$ cat src/rtl/e2q_pkg.sv
`timescale 1ns / 1ps
`default_nettype none
// ----------------------------------------------------------------------------
// e2q_pkg
// Shared types, constants and arithmetic helpers for the Euler angle to
// quaternion converter.
// ----------------------------------------------------------------------------
package e2q_pkg;

  localparam int ANGLE_BITS     = 16;
  localparam int COMPONENT_BITS = 16;
  localparam int TRIG_STAGES    = 16;
  localparam int FRAC_BITS      = 30;

  // CORDIC datapath width (Q2.30 plus headroom), quaternion sum width
  localparam int CW = 33;
  localparam int QW = CW + 1;
  localparam int NW = 64;
  localparam int RW = NW / 2;
  localparam int SQRT_STAGES = NW / 2;
  localparam int QUO_BITS = COMPONENT_BITS + 1;
  localparam int DW = QW + COMPONENT_BITS + 1;

  localparam logic signed [CW-1:0] CORDIC_START = CW'(652032874);
  localparam logic [COMPONENT_BITS-1:0] COMP_MAX = {1'b0, {(COMPONENT_BITS-1){1'b1}}};
  localparam logic [QUO_BITS-1:0] ONE_Q = QUO_BITS'(1) << (COMPONENT_BITS - 1);

  localparam logic [31:0] ATAN_TABLE [32] = '{
    32'h20000000, 32'h12E4051E, 32'h09FB385B, 32'h051111D4,
    32'h028B0D43, 32'h0145D7E1, 32'h00A2F61E, 32'h00517C55,
    32'h0028BE53, 32'h00145F2F, 32'h000A2F98, 32'h000517CC,
    32'h00028BE6, 32'h000145F3, 32'h0000A2FA, 32'h0000517D,
    32'h000028BE, 32'h0000145F, 32'h00000A30, 32'h00000518,
    32'h0000028C, 32'h00000146, 32'h000000A3, 32'h00000051,
    32'h00000029, 32'h00000014, 32'h0000000A, 32'h00000005,
    32'h00000003, 32'h00000001, 32'h00000001, 32'h00000000
  };

  typedef struct packed {
    logic signed [ANGLE_BITS-1:0] bank_angle;
    logic signed [ANGLE_BITS-1:0] heading_angle;
    logic signed [ANGLE_BITS-1:0] attitude_angle;
  } in_t;

  typedef struct packed {
    logic signed [COMPONENT_BITS-1:0] quat_w;
    logic signed [COMPONENT_BITS-1:0] quat_x;
    logic signed [COMPONENT_BITS-1:0] quat_y;
    logic signed [COMPONENT_BITS-1:0] quat_z;
  } out_t;

  // one rotator: x = cos, y = sin, z = residual phase
  typedef struct packed {
    logic signed [CW-1:0] x;
    logic signed [CW-1:0] y;
    logic signed [CW-1:0] z;
  } rot_t;

  // rotator 0 = heading, 1 = attitude, 2 = bank
  typedef struct packed {
    logic           vld;
    rot_t [2:0]     rot;
  } cordic_t;

  typedef struct packed {
    logic                vld;
    logic [NW-1:0]       rem;
    logic [NW-1:0]       res;
    logic [3:0][QW-1:0]  q;
  } sqrt_t;

  typedef struct packed {
    logic                     vld;
    logic                     zero;
    logic [RW-1:0]            r;
    logic [3:0]               neg;
    logic [3:0][DW-1:0]       rem;
    logic [3:0][QUO_BITS-1:0] quo;
  } div_t;

  // Q2.30 product rounded to nearest, ties upward
  function automatic logic signed [CW-1:0] qmul(input logic signed [CW-1:0] a,
                                                input logic signed [CW-1:0] b);
    logic signed [2*CW-1:0] p;
    p = a * b + ((2*CW)'(1) <<< (FRAC_BITS - 1));
    return CW'(p >>> FRAC_BITS);
  endfunction

endpackage
`default_nettype wire

$ cat src/rtl/e2q_sqrt_cell.sv
`timescale 1ns / 1ps
`default_nettype none
// ----------------------------------------------------------------------------
// e2q_sqrt_cell
// One result bit of the integer square root, quaternion sums carried along.
// ----------------------------------------------------------------------------
module e2q_sqrt_cell
  import e2q_pkg::*;
(
  input  wire logic    clk,
  input  wire logic    rst_n,
  input  wire logic    en,
  input  wire logic [4:0] stage,
  input  var sqrt_t    d_i,
  output var sqrt_t    d_o
);

  sqrt_t d_nxt;
  sqrt_t d_r;
  logic [5:0]    sh;
  logic [NW-1:0] bitv;
  logic [NW-1:0] trial;

  assign sh    = 6'(NW - 2) - {stage, 1'b0};
  assign bitv  = NW'(1) << sh;
  assign trial = d_i.res + bitv;

  // restoring square root step
  always_comb begin
    d_nxt = d_i;
    if (d_i.rem >= trial) begin
      d_nxt.rem = d_i.rem - trial;
      d_nxt.res = (d_i.res >> 1) + bitv;
    end else begin
      d_nxt.res = d_i.res >> 1;
    end
  end

  // cell register; only the valid flag is reset
  always_ff @(posedge clk) begin
    if (!rst_n) begin
      d_r.vld <= 1'b0;
    end else if (en) begin
      d_r.vld <= d_nxt.vld;
    end
    if (en) begin
      d_r.rem <= d_nxt.rem;
      d_r.res <= d_nxt.res;
      d_r.q   <= d_nxt.q;
    end
  end

  assign d_o = d_r;

endmodule
`default_nettype wire

$ cat config.mk
export PLATFORM = sky130hd
export DESIGN_NAME = e2q_sqrt_cell
export DESIGN_NICKNAME = d
export VERILOG_FILES = /design/src/rtl/e2q_pkg.sv /design/src/rtl/e2q_sqrt_cell.sv
export SDC_FILE = /design/constraint.sdc
export NUM_CORES = 1
export LEC_CHECK = 0
export BUFFER_PORTS_ARGS = -buffer_cell sky130_fd_sc_hd__buf_2
export CAP_MARGIN = 5
export CELL_PAD_IN_SITES_DETAIL_PLACEMENT = 0
export CELL_PAD_IN_SITES_GLOBAL_PLACEMENT = 1
export CORE_ASPECT_RATIO = 1.2
export CORE_MARGIN = 4
export CORE_UTILIZATION = 43
export DETAILED_ROUTE_END_ITERATION = 8
export PLACE_DENSITY_LB_ADDON = 0.1
export SETUP_SLACK_MARGIN = 0.02
export SLEW_MARGIN = 25
export SYNTH_ARGS = -nofsm -noshare
export SYNTH_HDL_FRONTEND = slang
export SYNTH_SLANG_ARGS = --single-unit
export TNS_END_PERCENT = 20
$ cat constraint.sdc
create_clock -name clk -period 9.6 [get_ports clk]
set_clock_uncertainty 0.2 [all_clocks]
set_input_delay 0.96 -clock clk [delete_from_list [all_inputs] [get_ports clk]]
set_output_delay 0.96 -clock clk [all_outputs]
set_load 0.005 [all_outputs]
==> summary.md <==
| Metric | Value |
|---|---|
| Most used routing layer | `met2` |
| Arrival @ worst endpoint | `7.35 ns` |
| Starting density of the core | `0.436` |
| 1st-iter DRT viols | `1157` |
| Fin nets | `2830` |
| Num Clock Sinks | `265` |
| Vias in the first global route | `16931` |
| Post-route ant nets | `0` |
| Max cap viols | `0` |
| Post-synth top area share | `0.424` |
| Leading area contributor after synthesis | `edfxtp_1` |
| Die ar. | `46900 um^2` |
| Met1 Use GR | `0.323` |
| Most frequent cell after synthesis | `edfxtp_1` |
| Avg Cell Area, Syn | `9.60 um^2` |
| Hold Path Origin | `d_i[125]` |
| Fmax | `138 MHz` |
| H-tree depth | `1` |
| Startpoint types | `input port` |
| DP HPWL | `56500 um` |
| Pwr Total | `3.45 mW` |
| Worst-margin pin slew | `1.00 ns` |
| Largest buffer count on any clock path | `3` |
| Worst r2r src | `d_o[264]` |
| Final core utilization | `0.530` |
| Final setup TNS | `0 ns` |
| Worst Path Required | `9.68 ns` |
| Post-Syn Nets | `2346` |
| Top fanout value on the critical path | `96` |
| Post-synth ARST share | `0` |
| Post-cts sizing count | `0` |
| Flop and latch count out of synthesis | `265` |
| Die height | `236 um` |
| Vias/cell | `5.68` |
| Peak VDD IR | `0.168 mV` |
| CTS buffer count | `30` |
| Chip width | `198 um` |
| Minimum clock period | `7.26 ns` |
| GRT overflow | `0` |
| Status | `finished, final reports clean` |
| Total track usage | `0.274` |
| Final setup viols | `0` |
| Clock root buffer master | `clkbuf_16` |
| Final Cycle Share | `0.757` |
| Met2 usage | `0.509` |
| Initial antenna violation count | `19` |
| Vias | `17144` |
| Main area contributors after synthesis | `edfxtp_1, ha_1, xor2_1, nand2_1, o21ai_0` |
| Synth-to-Final Area Change | `21.7%` |
| First-pass detailed-route iteration total | `6` |
| Max-slew violation count | `0` |
| Pin count of the biggest net entering global routing | `159` |
| Cell count after synthesis | `1946` |
| Dominant synthesized flop cell | `edfxtp_1` |
| Setup CP Type | `input port to flop` |
| Worst reg2reg setup slack | `8.78 ns` |
| # Post-CTS Setup Buffers | `0` |
| Number of synthesized flops with an enable pin | `264` |
| RSZ-0062 raised after global routing | `no` |
| Fin. Hold Viols | `0` |
| Commonest cells in the netlist | `edfxtp_1, nand2_1, o21ai_0, nor2_1, a21oi_1` |
| Dpl ws | `1.82 ns` |
| Static leakage | `9.36 nW` |
| Hold buffers post-CTS | `0` |
| CP startpoint | `stage[0]` |
| Final wirelength | `68400 um` |
| First-pass GRT wire length | `99500 um` |
| Max reg flops | `265` |
| Row count | `83` |
| Ports | `538` |
| Critical Path End Type | `flop` |
| Clk pin slew, worst setup/hold paths | `0.07 ns` |
| Ratio of cells with drive above 1 in the final layout | `0.260` |
| Core area | `42900 um^2` |
| Fill cells | `4063` |
| IO Port Bufs | `537` |
| P per Cell Area | `152 nW/um^2` |
| Mapped cell area | `18700 um^2` |
| Synth unique cells | `87` |
| Worst hold path class | `input port to flop` |
| Latest clock arrival within the worst-skew pair | `0.57 ns` |
| Met3 usage | `0.0476` |
| Slew HR | `0.332` |
| Gpl congestion | `0.937` |
| Yosys warns | `0` |
| Setup ws final | `2.34 ns` |
| CTS tree | `done` |
| # DRC | `0` |
| Wire length per cell | `22.7 um` |
| Sequential-to-total area share from yosys stat | `0.425` |
-- cell type report --
| cell class | instances | area [um^2] | area share |
|---|---|---|---|
| Sequential cell | 265 | 7950 | 0.350 |
| Multi-Input combinational cell | 1562 | 10200 | 0.449 |
| Tap cell | 552 | 691 | 0.0304 |
| Clock buffer | 35 | 790 | 0.0347 |
| Clock inverter | 19 | 194 | 0.00853 |
| Inverter | 30 | 113 | 0.00495 |
| Timing Repair Buffer | 541 | 2750 | 0.121 |
| Antenna cell | 14 | 35.0 | 0.00154 |
-- cells by family after synthesis --
family / count (synthesis) / synth area share
and+or+nand+nor: 634 / 0.162
adders and majority gates: 128 / 0.0860
AOI/OAI and AO/OA: 605 / 0.205
buffers and inverters: 119 / 0.0282
DFF: 265 / 0.425
muxes: 13 / 0.00777
xor gates and xnor gates: 182 / 0.0853
-- routing by layer --
| layer | up-vias | wire length [um] |
|---|---|---|
| met5 | - | 51 |
| met3 | 100 | 4580 |
| met4 | 6 | 1960 |
| li1 | 8308 | - |
| met2 | 616 | 35600 |
| met1 | 8114 | 26200 |
-- path summary, 6_finish.rpt --
| kind | endpoint | cells after the start |
|---|---|---|
| setup / recovery | d_o[213] | 22 |
| hold / removal | d_o[125] | 1 |
| setup reg to reg | d_o[264] | 2 |
| hold reg to reg | d_o[264] | 2 |
-- layout by cell type, fill, tap and decap left out, drive strengths merged, types with 40 or more instances in the layout --
cell type | synthesis | layout
o21ai | 183 | 183
buf | 37 | 541
xor2 | 100 | 100
edfxtp | 264 | 264
a21oi | 134 | 134
xnor2 | 82 | 82
nand2 | 229 | 229
nand4 | 40 | 40
nor2 | 158 | 158
a21o | 47 | 47
a31oi | 65 | 65
ha | 126 | 126
-- where the power goes --
part / leakage [nW] / internal [mW] / total, mW / switching [mW]
registers: 2.59 / 1.42 / 1.46 / 0.0418
logic: 6.30 / 0.329 / 0.846 / 0.517
clock network: 0.473 / 0.647 / 1.14 / 0.493
total: 9.36 / 2.40 / 3.45 / 1.05
-- critical path, stage by stage --
cell and delay [ns]:
buf_2 0.18, nand2b_1 0.53, nor2_1 0.15, ha_1 0.37, and4_1 0.24, a31oi_1 0.19, nand3_1 0.20, a31oi_1 0.33
nand2_1 0.14, a21boi_0 0.29, o21ai_0 0.23, a21o_1 0.26, xnor2_1 0.24, ha_1 0.38, a21oi_1 0.41, nor3_1 0.09
a211o_1 0.27, o21ai_0 0.32, a21oi_1 0.18, a211oi_4 0.31, buf_4 0.67, o21ai_0 0.34
-- metrics by stage --
| step | hold WS (ns) | instance area [um^2] | instances |
|---|---|---|---|
| final | 0.319 | 22700 | 3018 |
| after global routing | 0.292 | 22700 | 3011 |
| after CTS | 0.286 | 22700 | 3004 |
| after detailed placement | 0.338 | 21700 | 2950 |
| after global placement | 0.316 | 21700 | 2950 |
| after floorplan | 0.307 | 18700 | 1946 |
Power figures use the tool's default switching activity.
